File: src/sv/assert_macros.svh
// assertion macros shared by the allocator modules
`ifndef ASSERT_MACROS_SVH
`define ASSERT_MACROS_SVH

// condition holds at every clock edge out of reset
`define BFEA_ASSERT_ALWAYS(lbl, cond) \
    lbl: assert property (@(posedge clk) disable iff (!rst_n) (cond)) \
        else $error("allocator check failed");

// consequent holds in the cycle after the antecedent
`define BFEA_ASSERT_NEXT(lbl, ante, cons) \
    lbl: assert property (@(posedge clk) disable iff (!rst_n) (ante) |=> (cons)) \
        else $error("allocator check failed");

`endif

File: src/sv/bfea_pkg.sv
// shared types and constants of the best-fit extent allocator
`default_nettype none
package bfea_pkg;

    localparam int MAX_EXTENTS = 64;
    localparam int IDX_W = $clog2(MAX_EXTENTS);
    localparam int CNT_W = IDX_W + 1;
    localparam int ADDR_W = 24;
    localparam int SIZE_W = ADDR_W + 1;
    localparam int END_W = SIZE_W + 1;
    localparam logic [SIZE_W-1:0] RESET_TOTAL = SIZE_W'(1) << ADDR_W;
    localparam logic [CNT_W-1:0] MAX_COUNT = CNT_W'(MAX_EXTENTS);

    typedef enum logic [1:0] {
        ST_OK      = 2'd0,
        ST_OOM     = 2'd1,
        ST_IGNORED = 2'd2,
        ST_FULL    = 2'd3
    } status_t;

    typedef enum logic [2:0] {
        OP_NONE,
        OP_WRITE,
        OP_WRITE_RM,
        OP_RM,
        OP_APPEND
    } op_t;

    typedef struct packed {
        logic load;
        logic scan;
        logic commit;
        logic rm_read;
        logic rm_write;
        logic finish;
    } dp_cmd_t;

    typedef struct packed {
        logic scan_issued;
        logic rd_pending;
        logic need_remove;
        logic rm_trivial;
        logic out_busy;
    } dp_stat_t;

endpackage
`default_nettype wire

File: src/sv/bfea_req_if.sv
// request and response channel interfaces
`default_nettype none
interface bfea_req_if;
    logic                            valid;
    logic                            ready;
    logic                            action;
    logic [bfea_pkg::SIZE_W-1:0]     block_count;
    logic [bfea_pkg::ADDR_W-1:0]     block_start;
    modport source (output valid, action, block_count, block_start, input ready);
    modport sink (input valid, action, block_count, block_start, output ready);
endinterface

interface bfea_rsp_if;
    logic                            valid;
    logic                            ready;
    logic [1:0]                      status;
    logic [bfea_pkg::ADDR_W-1:0]     granted_start;
    logic [bfea_pkg::SIZE_W-1:0]     granted_count;
    logic [bfea_pkg::SIZE_W-1:0]     free_elements;
    modport source (output valid, status, granted_start, granted_count, free_elements,
                    input ready);
    modport sink (input valid, status, granted_start, granted_count, free_elements,
                  output ready);
endinterface
`default_nettype wire

File: src/sv/bfea_ctrl.sv
// controller state machine of the allocator
`default_nettype none
`include "assert_macros.svh"
module bfea_ctrl (
    input  wire logic               clk,
    input  wire logic               rst_n,
    input  wire logic               in_valid,
    output logic                    in_ready,
    input  wire bfea_pkg::dp_stat_t stat,
    output bfea_pkg::dp_cmd_t       cmd
);
    import bfea_pkg::*;

    typedef enum logic [5:0] {
        S_IDLE   = 6'b000001,
        S_SCAN   = 6'b000010,
        S_DECIDE = 6'b000100,
        S_RM_RD  = 6'b001000,
        S_RM_WR  = 6'b010000,
        S_FINISH = 6'b100000
    } state_t;

    state_t state_reg, state_next;

    always_ff @(posedge clk or negedge rst_n)
    begin
        if (!rst_n)
        begin
            state_reg <= S_IDLE;
        end
        else
        begin
            state_reg <= state_next;
        end
    end

    always_comb
    begin
        state_next = state_reg;
        cmd = '0;
        in_ready = 1'b0;
        unique case (state_reg)
            S_IDLE:
            begin
                in_ready = 1'b1;
                if (in_valid)
                begin
                    cmd.load = 1'b1;
                    state_next = S_SCAN;
                end
            end
            S_SCAN:
            begin
                if (!stat.scan_issued)
                begin
                    cmd.scan = 1'b1;
                end
                else if (!stat.rd_pending)
                begin
                    state_next = S_DECIDE;
                end
            end
            S_DECIDE:
            begin
                cmd.commit = 1'b1;
                state_next = stat.need_remove ? S_RM_RD : S_FINISH;
            end
            S_RM_RD:
            begin
                cmd.rm_read = 1'b1;
                state_next = stat.rm_trivial ? S_FINISH : S_RM_WR;
            end
            S_RM_WR:
            begin
                cmd.rm_write = 1'b1;
                state_next = S_FINISH;
            end
            S_FINISH:
            begin
                if (!stat.out_busy)
                begin
                    cmd.finish = 1'b1;
                    state_next = S_IDLE;
                end
            end
            default:
            begin
                state_next = S_IDLE;
            end
        endcase
    end

    `BFEA_ASSERT_NEXT(a_remove_follows, cmd.commit && stat.need_remove, state_reg == S_RM_RD)
    `BFEA_ASSERT_ALWAYS(a_ready_only_idle, !in_ready || state_reg == S_IDLE)

endmodule
`default_nettype wire

File: src/sv/bfea_dp.sv
// extent table, scan trackers and result registers of the allocator
`default_nettype none
`include "assert_macros.svh"
module bfea_dp (
    input  wire logic                        clk,
    input  wire logic                        rst_n,
    input  wire logic                        cfg_we,
    input  wire logic [bfea_pkg::SIZE_W-1:0] cfg_wdata,
    input  wire bfea_pkg::dp_cmd_t           cmd,
    output bfea_pkg::dp_stat_t               stat,
    input  wire logic                        action,
    input  wire logic [bfea_pkg::SIZE_W-1:0] block_count,
    input  wire logic [bfea_pkg::ADDR_W-1:0] block_start,
    output logic                             out_valid,
    input  wire logic                        out_ready,
    output logic [1:0]                       status,
    output logic [bfea_pkg::ADDR_W-1:0]      granted_start,
    output logic [bfea_pkg::SIZE_W-1:0]      granted_count,
    output logic [bfea_pkg::SIZE_W-1:0]      free_elements
);
    import bfea_pkg::*;

    logic [ADDR_W+SIZE_W-1:0] mem [MAX_EXTENTS];

    logic [SIZE_W-1:0] total_reg;
    logic [SIZE_W-1:0] free_total_reg;
    logic [CNT_W-1:0]  count_reg;
    logic              init_flag_reg;
    logic [CNT_W-1:0]  idx_reg;
    logic              rd_valid_reg;
    logic              rd_init_reg;
    logic [IDX_W-1:0]  eval_idx_reg;
    logic [ADDR_W+SIZE_W-1:0] rd_data_reg;
    logic [IDX_W-1:0]  rm_target_reg;
    logic              out_valid_reg;

    logic              act_reg;
    logic [SIZE_W-1:0] cnt_reg;
    logic [ADDR_W-1:0] st_reg;

    logic              best_found_reg, after_found_reg, before_found_reg, overlap_reg;
    logic [IDX_W-1:0]  best_idx_reg, after_idx_reg, before_idx_reg;
    logic [ADDR_W-1:0] best_start_reg, before_start_reg;
    logic [SIZE_W-1:0] best_size_reg, after_size_reg, before_size_reg;

    logic [1:0]        res_status_reg;
    logic [ADDR_W-1:0] res_gstart_reg;
    logic [SIZE_W-1:0] res_gcount_reg;
    logic [1:0]        out_status_reg;
    logic [ADDR_W-1:0] out_gstart_reg;
    logic [SIZE_W-1:0] out_gcount_reg;
    logic [SIZE_W-1:0] out_free_reg;

    logic [SIZE_W-1:0] cfg_clamped;
    logic [ADDR_W-1:0] e_start;
    logic [SIZE_W-1:0] e_size;
    logic [END_W-1:0]  e_end;
    logic [END_W-1:0]  req_end;
    logic              fits, better, ov, is_after, is_before;

    op_t               op;
    status_t           dec_status;
    logic [IDX_W-1:0]  wr_idx;
    logic [ADDR_W-1:0] wr_start;
    logic [SIZE_W-1:0] wr_size;
    logic [IDX_W-1:0]  rm_idx;
    logic [END_W-1:0]  gstart_wide;

    logic              we;
    logic [IDX_W-1:0]  waddr;
    logic [ADDR_W+SIZE_W-1:0] wdata;
    logic [IDX_W-1:0]  raddr;
    logic              re;

    always_comb
    begin
        if (cfg_wdata == '0)
        begin
            cfg_clamped = SIZE_W'(1);
        end
        else if (cfg_wdata > RESET_TOTAL)
        begin
            cfg_clamped = RESET_TOTAL;
        end
        else
        begin
            cfg_clamped = cfg_wdata;
        end
    end

    // entry view with the power-on extent folded in
    assign e_start = rd_init_reg ? '0 : rd_data_reg[ADDR_W+SIZE_W-1:SIZE_W];
    assign e_size = rd_init_reg ? total_reg : rd_data_reg[SIZE_W-1:0];
    assign e_end = END_W'(e_start) + END_W'(e_size);
    assign req_end = END_W'(st_reg) + END_W'(cnt_reg);

    assign fits = e_size >= cnt_reg;
    assign better = !best_found_reg || e_size < best_size_reg ||
                    (e_size == best_size_reg && e_start < best_start_reg);
    assign ov = END_W'(st_reg) < e_end && END_W'(e_start) < req_end;
    assign is_after = END_W'(e_start) == req_end;
    assign is_before = e_end == END_W'(st_reg);

    assign gstart_wide = END_W'(best_start_reg) + END_W'(best_size_reg) - END_W'(cnt_reg);

    always_comb
    begin
        op = OP_NONE;
        dec_status = ST_OK;
        wr_idx = '0;
        wr_start = '0;
        wr_size = '0;
        rm_idx = '0;
        if (cnt_reg == '0)
        begin
            dec_status = ST_IGNORED;
        end
        else if (!act_reg)
        begin
            if (!best_found_reg)
            begin
                dec_status = ST_OOM;
            end
            else if (best_size_reg == cnt_reg)
            begin
                op = OP_RM;
                rm_idx = best_idx_reg;
            end
            else
            begin
                op = OP_WRITE;
                wr_idx = best_idx_reg;
                wr_start = best_start_reg;
                wr_size = best_size_reg - cnt_reg;
            end
        end
        else if (req_end > END_W'(total_reg) || overlap_reg)
        begin
            dec_status = ST_IGNORED;
        end
        else if (after_found_reg && before_found_reg)
        begin
            op = OP_WRITE_RM;
            wr_idx = before_idx_reg;
            wr_start = before_start_reg;
            wr_size = before_size_reg + cnt_reg + after_size_reg;
            rm_idx = after_idx_reg;
        end
        else if (before_found_reg)
        begin
            op = OP_WRITE;
            wr_idx = before_idx_reg;
            wr_start = before_start_reg;
            wr_size = before_size_reg + cnt_reg;
        end
        else if (after_found_reg)
        begin
            op = OP_WRITE;
            wr_idx = after_idx_reg;
            wr_start = st_reg;
            wr_size = after_size_reg + cnt_reg;
        end
        else if (count_reg >= MAX_COUNT)
        begin
            dec_status = ST_FULL;
        end
        else
        begin
            op = OP_APPEND;
            wr_idx = count_reg[IDX_W-1:0];
            wr_start = st_reg;
            wr_size = cnt_reg;
        end
    end

    always_comb
    begin
        we = 1'b0;
        waddr = wr_idx;
        wdata = {wr_start, wr_size};
        if (cmd.commit && op != OP_NONE && op != OP_RM)
        begin
            we = 1'b1;
        end
        else if (cmd.rm_write)
        begin
            we = 1'b1;
            waddr = rm_target_reg;
            wdata = {e_start, e_size};
        end
        re = cmd.scan || cmd.rm_read;
        raddr = cmd.scan ? idx_reg[IDX_W-1:0] : count_reg[IDX_W-1:0];
    end

    always_ff @(posedge clk)
    begin
        if (we)
        begin
            mem[waddr] <= wdata;
        end
        if (re)
        begin
            rd_data_reg <= mem[raddr];
        end
    end

    always_ff @(posedge clk or negedge rst_n)
    begin
        if (!rst_n)
        begin
            total_reg <= RESET_TOTAL;
            free_total_reg <= RESET_TOTAL;
            count_reg <= CNT_W'(1);
            init_flag_reg <= 1'b1;
            idx_reg <= '0;
            rd_valid_reg <= 1'b0;
            rd_init_reg <= 1'b0;
            out_valid_reg <= 1'b0;
        end
        else
        begin
            rd_valid_reg <= cmd.scan;
            if (re)
            begin
                rd_init_reg <= raddr == '0 && init_flag_reg;
            end
            if (cmd.load)
            begin
                idx_reg <= '0;
            end
            else if (cmd.scan)
            begin
                idx_reg <= idx_reg + CNT_W'(1);
            end
            if (we && waddr == '0)
            begin
                init_flag_reg <= 1'b0;
            end
            if (cmd.commit)
            begin
                if (op == OP_RM || op == OP_WRITE_RM)
                begin
                    count_reg <= count_reg - CNT_W'(1);
                end
                else if (op == OP_APPEND)
                begin
                    count_reg <= count_reg + CNT_W'(1);
                end
                if (dec_status == ST_OK && cnt_reg != '0)
                begin
                    free_total_reg <= act_reg ? free_total_reg + cnt_reg
                                              : free_total_reg - cnt_reg;
                end
            end
            if (cmd.finish)
            begin
                out_valid_reg <= 1'b1;
            end
            else if (out_ready)
            begin
                out_valid_reg <= 1'b0;
            end
            if (cfg_we)
            begin
                total_reg <= cfg_clamped;
                free_total_reg <= cfg_clamped;
                count_reg <= CNT_W'(1);
                init_flag_reg <= 1'b1;
            end
        end
    end

    always_ff @(posedge clk)
    begin
        eval_idx_reg <= raddr;
        if (cmd.load)
        begin
            act_reg <= action;
            cnt_reg <= block_count;
            st_reg <= block_start;
            best_found_reg <= 1'b0;
            after_found_reg <= 1'b0;
            before_found_reg <= 1'b0;
            overlap_reg <= 1'b0;
        end
        else if (rd_valid_reg)
        begin
            if (fits && better)
            begin
                best_found_reg <= 1'b1;
                best_idx_reg <= eval_idx_reg;
                best_start_reg <= e_start;
                best_size_reg <= e_size;
            end
            if (ov)
            begin
                overlap_reg <= 1'b1;
            end
            if (is_after)
            begin
                after_found_reg <= 1'b1;
                after_idx_reg <= eval_idx_reg;
                after_size_reg <= e_size;
            end
            if (is_before)
            begin
                before_found_reg <= 1'b1;
                before_idx_reg <= eval_idx_reg;
                before_start_reg <= e_start;
                before_size_reg <= e_size;
            end
        end
        if (cmd.commit)
        begin
            rm_target_reg <= rm_idx;
            res_status_reg <= dec_status;
            res_gstart_reg <= (!act_reg && dec_status == ST_OK && cnt_reg != '0)
                              ? gstart_wide[ADDR_W-1:0] : '0;
            res_gcount_reg <= (!act_reg && dec_status == ST_OK) ? cnt_reg : '0;
        end
        if (cmd.finish)
        begin
            out_status_reg <= res_status_reg;
            out_gstart_reg <= res_gstart_reg;
            out_gcount_reg <= res_gcount_reg;
            out_free_reg <= free_total_reg;
        end
    end

    assign stat.scan_issued = idx_reg == count_reg;
    assign stat.rd_pending = rd_valid_reg;
    assign stat.need_remove = op == OP_RM || op == OP_WRITE_RM;
    assign stat.rm_trivial = CNT_W'(rm_target_reg) == count_reg;
    assign stat.out_busy = out_valid_reg && !out_ready;

    assign out_valid = out_valid_reg;
    assign status = out_status_reg;
    assign granted_start = out_gstart_reg;
    assign granted_count = out_gcount_reg;
    assign free_elements = out_free_reg;

    `BFEA_ASSERT_ALWAYS(a_count_bound, count_reg <= MAX_COUNT)
    `BFEA_ASSERT_ALWAYS(a_free_bound, free_total_reg <= total_reg)

endmodule
`default_nettype wire

File: src/sv/best_fit_extent_allocator.sv
// top level of the best-fit extent allocator
//
//  channel  dir  handshake      contents
//  req      in   valid/ready    action, block_count, block_start
//  rsp      out  valid/ready    status, granted_start, granted_count, free_elements
//  cfg      in   cfg_we         total_elements
//
// a transaction runs from accept through the table scan, the decision and the finish state;
// the table scan reads one entry a cycle from the extent memory
// a removal adds S_RM_RD, and S_RM_WR when the last entry moves into the freed slot
// reset and a cfg write restore one free extent at once, no clearing pass
// a new request is taken while the previous response still waits on rsp.ready
`default_nettype none
module best_fit_extent_allocator (
    input  wire logic                        clk,
    input  wire logic                        rst_n,
    input  wire logic                        cfg_we,
    input  wire logic [bfea_pkg::SIZE_W-1:0] cfg_wdata,
    bfea_req_if.sink                         req,
    bfea_rsp_if.source                       rsp
);
    import bfea_pkg::*;

    dp_cmd_t  cmd;
    dp_stat_t stat;
    logic     in_ready;
    logic     out_valid;

    bfea_ctrl u_ctrl (
        .clk      (clk),
        .rst_n    (rst_n),
        .in_valid (req.valid),
        .in_ready (in_ready),
        .stat     (stat),
        .cmd      (cmd)
    );

    bfea_dp u_dp (
        .clk           (clk),
        .rst_n         (rst_n),
        .cfg_we        (cfg_we),
        .cfg_wdata     (cfg_wdata),
        .cmd           (cmd),
        .stat          (stat),
        .action        (req.action),
        .block_count   (req.block_count),
        .block_start   (req.block_start),
        .out_valid     (out_valid),
        .out_ready     (rsp.ready),
        .status        (rsp.status),
        .granted_start (rsp.granted_start),
        .granted_count (rsp.granted_count),
        .free_elements (rsp.free_elements)
    );

    assign req.ready = in_ready;
    assign rsp.valid = out_valid;

endmodule
`default_nettype wire
File: src/flat_wrapper.sv
// flat-port wrapper written by rule: the top's interface ports become plain ports
module best_fit_extent_allocator_flat import bfea_pkg::*;
  (clk, rst_n, cfg_we, cfg_wdata, req_valid, req_action, req_block_count, req_block_start, req_ready, rsp_valid, rsp_status, rsp_granted_start, rsp_granted_count, rsp_free_elements, rsp_ready);
  bfea_req_if req_i ();
  bfea_rsp_if rsp_i ();
  input  wire logic clk;
  input  wire logic rst_n;
  input  wire logic cfg_we;
  input  wire logic [bfea_pkg::SIZE_W-1:0] cfg_wdata;
  input wire logic [$bits(req_i.valid)-1:0] req_valid;
  input wire logic [$bits(req_i.action)-1:0] req_action;
  input wire logic [$bits(req_i.block_count)-1:0] req_block_count;
  input wire logic [$bits(req_i.block_start)-1:0] req_block_start;
  output wire logic [$bits(req_i.ready)-1:0] req_ready;
  output wire logic [$bits(rsp_i.valid)-1:0] rsp_valid;
  output wire logic [$bits(rsp_i.status)-1:0] rsp_status;
  output wire logic [$bits(rsp_i.granted_start)-1:0] rsp_granted_start;
  output wire logic [$bits(rsp_i.granted_count)-1:0] rsp_granted_count;
  output wire logic [$bits(rsp_i.free_elements)-1:0] rsp_free_elements;
  input wire logic [$bits(rsp_i.ready)-1:0] rsp_ready;
  assign req_i.valid = req_valid;
  assign req_i.action = req_action;
  assign req_i.block_count = req_block_count;
  assign req_i.block_start = req_block_start;
  assign req_ready = req_i.ready;
  assign rsp_valid = rsp_i.valid;
  assign rsp_status = rsp_i.status;
  assign rsp_granted_start = rsp_i.granted_start;
  assign rsp_granted_count = rsp_i.granted_count;
  assign rsp_free_elements = rsp_i.free_elements;
  assign rsp_i.ready = rsp_ready;
  best_fit_extent_allocator u_core (.clk(clk), .rst_n(rst_n), .cfg_we(cfg_we), .cfg_wdata(cfg_wdata), .req(req_i), .rsp(rsp_i));
endmodule
File: config.mk
export PLATFORM = sky130hd
export DESIGN_NAME = best_fit_extent_allocator_flat
export DESIGN_NICKNAME = d
export VERILOG_FILES = /design/src/sv/bfea_pkg.sv /design/src/sv/bfea_req_if.sv /design/src/sv/bfea_ctrl.sv /design/src/sv/bfea_dp.sv /design/src/sv/best_fit_extent_allocator.sv /design/src/flat_wrapper.sv
export VERILOG_INCLUDE_DIRS = /design/src /design/src/sv
export SDC_FILE = /design/constraint.sdc
export NUM_CORES = 2
export LEC_CHECK = 0
export BUFFER_PORTS_ARGS = -buffer_cell sky130_fd_sc_hd__buf_2
export CORE_MARGIN = 2
export CORE_UTILIZATION = 40
export CTS_CLUSTER_DIAMETER = 30
export CTS_CLUSTER_SIZE = 28
export DETAILED_ROUTE_END_ITERATION = 6
export GPL_TIMING_DRIVEN = 1
export PLACE_DENSITY = 0.55
export RECOVER_POWER = 100
export SLEW_MARGIN = 20
export SYNTH_ARGS = -nofsm -noshare
export SYNTH_HDL_FRONTEND = slang
export SYNTH_SLANG_ARGS = --single-unit
File: constraint.sdc
create_clock -name clk -period 33.4 [get_ports clk]
set_input_delay 6.68 -clock clk [delete_from_list [all_inputs] [get_ports clk]]
set_output_delay 6.68 -clock clk [all_outputs]
set_load 0.02 [all_outputs]
Word level (Yosys, flattened, before mapping)
Memory sizes are Yosys's and may differ from the RTL's. A register that Yosys moved wholly into a read port is not among the register bits.
Cells that the tools add are included.
W data, S select, Z words.
{"block": "op_classes", "n_addsub": 13, "n_mul": 0, "div_mod_pow": 0, "order_cmp": 8, "eq_ne": 20, "n_shift": 0, "n_mux": 93, "bitwise": 1, "reduce_logical": 43}
{"operator": "$mux W25", "count": 16}
{"operator": "$mux W24", "count": 10}
{"operator": "$mux W6", "count": 23}
{"operator": "$add A25 B25 Y25", "count": 4}
{"operator": "$mux W49", "count": 2}
{"operator": "$add A24 B25 Y26", "count": 2}
{"operator": "$lt A24 B26 Y1", "count": 2}
{"operator": "$eq A25 B25 Y1", "count": 2}
{"operator": "$logic_not A25 Y1", "count": 2}
{"operator": "$sub A25 B25 Y25", "count": 2}
{"operator": "$mux W7", "count": 6}
{"operator": "$pmux W6 S6", "count": 1}
{"operator": "$eq A24 B26 Y1", "count": 1}
{"operator": "$eq A26 B24 Y1", "count": 1}
{"operator": "$gt A26 B25 Y1", "count": 1}
{"operator": "$ge A25 B25 Y1", "count": 1}
{"operator": "$gt A25 B25 Y1 const B", "count": 1}
{"operator": "$lt A25 B25 Y1", "count": 1}
{"operator": "$reduce_bool A25 Y1", "count": 1}
{"operator": "$add A24 B24 Y24", "count": 1}
{"operator": "$lt A24 B24 Y1", "count": 1}
{"operator": "$sub A24 B24 Y24", "count": 1}
{"operator": "$mux W3", "count": 7}
{"operator": "$mux W1", "count": 19}
{"operator": "27 further kinds", "count": 70}
{"block": "word_totals", "regBits": 408, "latch_bits": 0, "ramBits": 3136, "romBits": 0, "out_inout_bits": 78, "elab_cells": 212, "mem_count": 1}
{"memory": "u_core.u_dp.mem", "depth": 64, "width": 49, "rd": 1, "rd_clocked_by_memory_dff": 1, "wr": 1, "line": "bfea_dp.sv:23", "rtl": "logic [ADDR_W+SIZE_W-1:0] mem [MAX_EXTENTS];"}

Depth between registers and ports, before layout
{"block": "logic_depth", "ltp_word": 16, "mapped_depth": 38, "ltp_nobuf": 36}

Cells and area by module
A second synthesis with hierarchy kept.
{"block": "unflattened", "hier_cells": 12656, "hier_area_um2": 155205.1}
{"mod": "bfea_dp", "n_inst": 1, "cells_per_inst": 12617, "area_per_inst_um2": 154832.2, "seq_area_each_um2": 107277.9}
{"mod": "bfea_ctrl", "n_inst": 1, "cells_per_inst": 39, "area_per_inst_um2": 372.9, "seq_area_each_um2": 151.4}

Least setup slack after synthesis
Ideal clock, no wire load.
{"block": "synth_timing", "kind": "reg2reg", "from": "reg u_core.u_dp.cnt_reg[1]", "to": "mem u_core.u_dp.mem[0][24] (netlist bit), data pin", "arrival_ns": 10.302, "required_time_ns": 32.117, "setup_slack_ns": 21.815, "stages_incl_launch_ff": 27, "period_less_slack_ns": 11.585, "path_cell_list": "edfxtp_1 > inv_1 > fa_1 > nor2b_1 > o21a_1 > o21ai_0 > a2111oi_0 > o21ba_2 > o21ai_0 > a21oi_1 > a21oi_1 > o21bai_1 > a21o_1 > a21o_1 > xor2_1 > ha_1 > a21o_1 > a21o_1 > nor3_1 > nand3_1 > o22ai_1 > nand3_1 > a21o_1 > buf_6 > a21oi_1 > o22ai_1 > a2111oi_0"}
{"block": "synth_between", "elab_chain_cells": 10}
{"item": "start: declaration", "line": "bfea_dp.sv:38", "rtl": "logic [SIZE_W-1:0] cnt_reg;"}
{"item": "start signal: assignment", "line": "bfea_dp.sv:279", "rtl": "cnt_reg <= block_count;"}
{"item": "$add A24 B25 Y26", "line": "bfea_dp.sv:95", "rtl": "assign req_end = END_W'(st_reg) + END_W'(cnt_reg);"}
{"item": "$gt A26 B25 Y1", "line": "bfea_dp.sv:137", "rtl": "else if (req_end > END_W'(total_reg) || overlap_reg)"}
{"item": "$logic_or A1 B1 Y1", "line": "bfea_dp.sv:137"}
{"item": "$mux W3", "line": "bfea_dp.sv:137"}
{"item": "$mux W3", "line": "bfea_dp.sv:118", "rtl": "else if (!act_reg)"}
{"item": "$mux W3", "line": "bfea_dp.sv:114", "rtl": "if (cnt_reg == '0)"}
{"item": "$reduce_bool A3 Y1", "line": "bfea_dp.sv:181", "rtl": "if (cmd.commit && op != OP_NONE && op != OP_RM)"}
{"item": "$logic_and A1 B1 Y1 (2 in a row)", "line": "bfea_dp.sv:181"}
{"item": "$mux W49 *", "line": "bfea_dp.sv:181"}
{"item": "net u_core.u_dp.wdata[24]", "line": "bfea_dp.sv:71", "rtl": "logic [ADDR_W+SIZE_W-1:0] wdata;"}
{"item": "end: declaration", "line": "bfea_dp.sv:23"}
Mark *: on every way through the listed nets, which the timed path passes. The rest lies on a longest branch.

Worst setup path after layout
{"block": "layout_timing", "from": "reg u_core.u_ctrl.state_reg[0]", "to": "reg u_core.u_dp.rd_data_reg[8], read port of u_core.u_dp.mem, data pin"}
{"block": "layout_between", "elab_chain_cells": 3}
{"item": "start: declaration", "line": "bfea_ctrl.sv:23", "rtl": "state_t state_reg, state_next;"}
{"item": "start signal: assignment", "line": "bfea_ctrl.sv:33", "rtl": "state_reg <= state_next;"}
{"item": "$eq A6 B2 Y1 or $eq A6 B4 Y1 (tied branches)", "line": "bfea_ctrl.sv:42", "rtl": "unique case (state_reg)"}
{"item": "$mux W1", "line": "bfea_ctrl.sv:42"}
{"item": "$mux W6 or $logic_or A1 B1 Y1 (tied branches)", "line": "bfea_dp.sv:192, bfea_dp.sv:191"}
{"item": "end: declaration", "line": "bfea_dp.sv:33", "rtl": "logic [ADDR_W+SIZE_W-1:0] rd_data_reg;"}
Several ways; a longest one is shown, not always the timed one.
A chain may end at the register's enable or synchronous reset.

==> impl_metrics.env <==
export IMPL_critPathSlowestCell="clkinvlp_2"
export IMPL_leakagePower_uw=0.0671
export IMPL_slowest_delay_ns=7.26
export IMPL_place_hpwl_um=327000
export IMPL_place_congestion=0.962
export IMPL_final_common_cell="edfxtp_1"
export IMPL_crit_buf_inv=5
export IMPL_cp_start_kind="register"
export IMPL_p_total_uw=17300
export IMPL_hp_start="u_core.u_dp.res_gstart_reg[16]"
export IMPL_cts_max_path_buffers=4
export IMPL_yosysTopAreaCell="edfxtp_1"
export IMPL_cpLargestDelayFamily="buffers and inverters"
export IMPL_nets=13400
export IMPL_tns_ns=0
export IMPL_min_period_ns=21.40
export IMPL_vias=109000
export IMPL_avgRoutedWirePerCell_um=29.2
export IMPL_drtAntennaViolNets=0
export IMPL_slew_violations=7709
export IMPL_yosysSeqAreaShare_pct=69.3
export IMPL_die_w_um=627
export IMPL_fin_ws_ns=12.00
export IMPL_hp_class="register to register"
export IMPL_ys_flop_type="edfxtp_1"
export IMPL_path_max_fanout=127
export IMPL_critPathCaptureType="register"
export IMPL_synth_top_family_by_area="simple AND/OR/NAND/NOR gates"
export IMPL_grt_setup_unrepaired="false"
export IMPL_grt_pass1_vias=105000
export IMPL_synth_edf_count=3509
export IMPL_drive_gt1_share_pct=10.7
export IMPL_maxCapViolCount=166
export IMPL_clock_sinks=3593
export IMPL_crit_start="u_core.u_ctrl.state_reg[0]"
export IMPL_crit_type="register to register"
export IMPL_grt_antenna_before_repair=42
export IMPL_grt_overflow_total=0
export IMPL_hold_viol_final=0
export IMPL_status="finished, violations left"
export IMPL_cp_data_arrival_time_ns=22.02
export IMPL_cts_inserted_buffers=734
export IMPL_crit_top_cell="clkbuf_1"
export IMPL_avgSynthCellArea_um2=12.3
export IMPL_clock_latency_ns=1.10
export IMPL_drt_iter0_drc=12800
export IMPL_cts_setup_buffers=0
export IMPL_async_flop_share_pct=2.06
export IMPL_synth_area_leaders="edfxtp_1 68%, nand2_1 8.0%, nand3_1 5.2%"
export IMPL_post_route_drc_count=0
export IMPL_grt_max_degree=174
export IMPL_io_pins=158
export IMPL_cts_hold_buf=0
export IMPL_p_comb_share_pct=22.5
export IMPL_wl_met2_um=250000
export IMPL_synth_compound_area_share_pct=7.36
export IMPL_p_switching_uw=5490
export IMPL_cts_tree="built"
export IMPL_numPortBuffers=157
export IMPL_highest_layer="met5"
export IMPL_setup_viol=0
export IMPL_yosysTopAreaCellShare_pct=67.9
export IMPL_path_clk_slew_ns=0.05
export IMPL_largest_reg_flops=3136
export IMPL_violations="capacitance limit, slew limit"
export IMPL_fin_skew_ns=0.123
export IMPL_final_cell_mix="3,509 x edfxtp_1, 3,318 x nand2_1, 1,612 x nand3_1"
export IMPL_die_height_um=627
export IMPL_synthXorXnorAreaFrac_pct=1.23
export IMPL_grt_pass1_wl_um=773000
export IMPL_die_area_um2=393000
export IMPL_post_place_ws_ns=23.83
export IMPL_maxSlewHeadroom_pct=-455
export IMPL_synthMuxAreaShare_pct=0.328
export IMPL_synth_seq_cells=3593
export IMPL_tightest_slew_ns=8.32
export IMPL_p_clk_share_pct=43.5
export IMPL_viasPerCell=5.81
export IMPL_met1_length_um=226000
export IMPL_core_um2=386000
export IMPL_period_share_pct=64.1
export IMPL_yosys_warnings=0
export IMPL_cts_resized=0
export IMPL_power_frac_seq_pct=34.0
export IMPL_initial_core_util_pct=40.2
export IMPL_required_ns=34.02
export IMPL_dr_pass1_iters=6
export IMPL_row_count=228
export IMPL_syn2layout_area_growth_pct=21.0
export IMPL_switching_share_pct=31.8
export IMPL_drt_wl_total_um=549000
export IMPL_synth_cell_types=83
export IMPL_worstPathCellList="nand3b_1 -> clkbuf_1 -> mux2i_4 -> clkbuf_1 -> clkinvlp_2 -> clkbuf_1 -> clkbuf_1 -> nand3_1 -> a311oi_1 -> nor3_1 -> a21oi_1"
export IMPL_ir_worst_vdd_mv=0.0711
export IMPL_synthSimpleGateAreaFrac_pct=16.1
export IMPL_synthAdderAreaFrac_pct=3.18
export IMPL_power_density_nw_per_um2=91.9
export IMPL_grt_use_total_pct=27.2
export IMPL_h_tree_depth=6
export IMPL_fmax_ghz=0.0467
export IMPL_netlist_area_um2=155000
export IMPL_clockRootBuffer="clkbuf_16"
export IMPL_synthCells=12600
export IMPL_wl_met3_um=46800
export IMPL_synth_nets=13000
export IMPL_internal_power_uw=11800
export IMPL_r2r_start="u_core.u_ctrl.state_reg[0]"
[metal layers]
metal  vias up  track usage, %
met5         -               0
li1      47600               -
met4        12            11.6
met2      5387            42.7
met1     55300            37.2
met3      1020            4.88
[cell usage after synthesis, drive strengths merged, types with 25 or more instances]
cell	instances
clkbuf	637
o21a	48
a21oi	314
o21bai	29
xnor2	129
a22o	26
nor2	269
nand2	3320
mux2	31
a22oi	29
inv	240
o21ai	169
fa	31
nor2b	64
o2bb2ai	25
ha	345
nand3	1612
nand4	43
xor2	89
nand2b	40
a21o	130
a311oi	542
nor3	102
a31oi	74
buf	133
edfxtp	3509
dfrtp	69
and3	217
nor4	31
[area by class of cell]
| cell class | instances | area [um2] |
|---|---|---|
| diodes | 15 | 37.5 |
| clock buffers | 836 | 18900 |
| clock inverters | 524 | 6860 |
| fillers | 33800 | 198000 |
| inverters | 243 | 930 |
| multi-input cells | 7969 | 44700 |
| flip-flops and latches | 3593 | 107000 |
| well taps | 5175 | 6470 |
| repair buffers | 451 | 2390 |
[cell families after synthesis]
| group | Yosys count |
|---|---|
| DFF | 3593 |
| and+or+nand+nor | 5759 |
| muxes | 47 |
| xor gates and xnor gates | 218 |
| AOI/OAI and AO/OA | 1569 |
| buffers and inverters | 1013 |
| adders and majority gates | 376 |
[stage by stage]
step / instances / area [um2] / hold slack, ns / util, %
3_3_place_gp: 17400 / 163000 / 0.402 / 42.2
5_1_grt: 18800 / 188000 / 0.386 / 48.6
4_1_cts: 18800 / 189000 / 0.387 / 48.9
6_report: 18800 / 188000 / 0.396 / 48.6
3_5_place_dp: 17400 / 163000 / 0.405 / 42.3
2_1_floorplan: 12600 / 155000 / 0.400 / -
[worst paths after layout]
kind,end,slack [ns],cells after the start
max in group asynchronous,u_core.u_dp.total_reg[18],23.64,2
min in group asynchronous,u_core.u_dp.rd_init_reg,6.22,1
min reg2reg,u_core.u_dp.granted_start[16],0.40,0
min,u_core.u_dp.granted_start[16],0.40,0
max,u_core.u_dp.rd_data_reg[8],12.00,11
max reg2reg,u_core.u_dp.rd_data_reg[8],12.00,11
[power groups by stage]
| stage | logic (uW) | registers [uW] | clock network, uW |
|---|---|---|---|
| floorplan | 2290 | 5830 | 0 |
| global placement | 3840 | 5820 | 0 |
| detailed placement | 3890 | 5820 | 0 |
| CTS | 3910 | 5740 | 7570 |
| global route | 4180 | 5870 | 7800 |
| finish | 3890 | 5860 | 7510 |
Note: power is estimated with default switching activity, not from simulation.
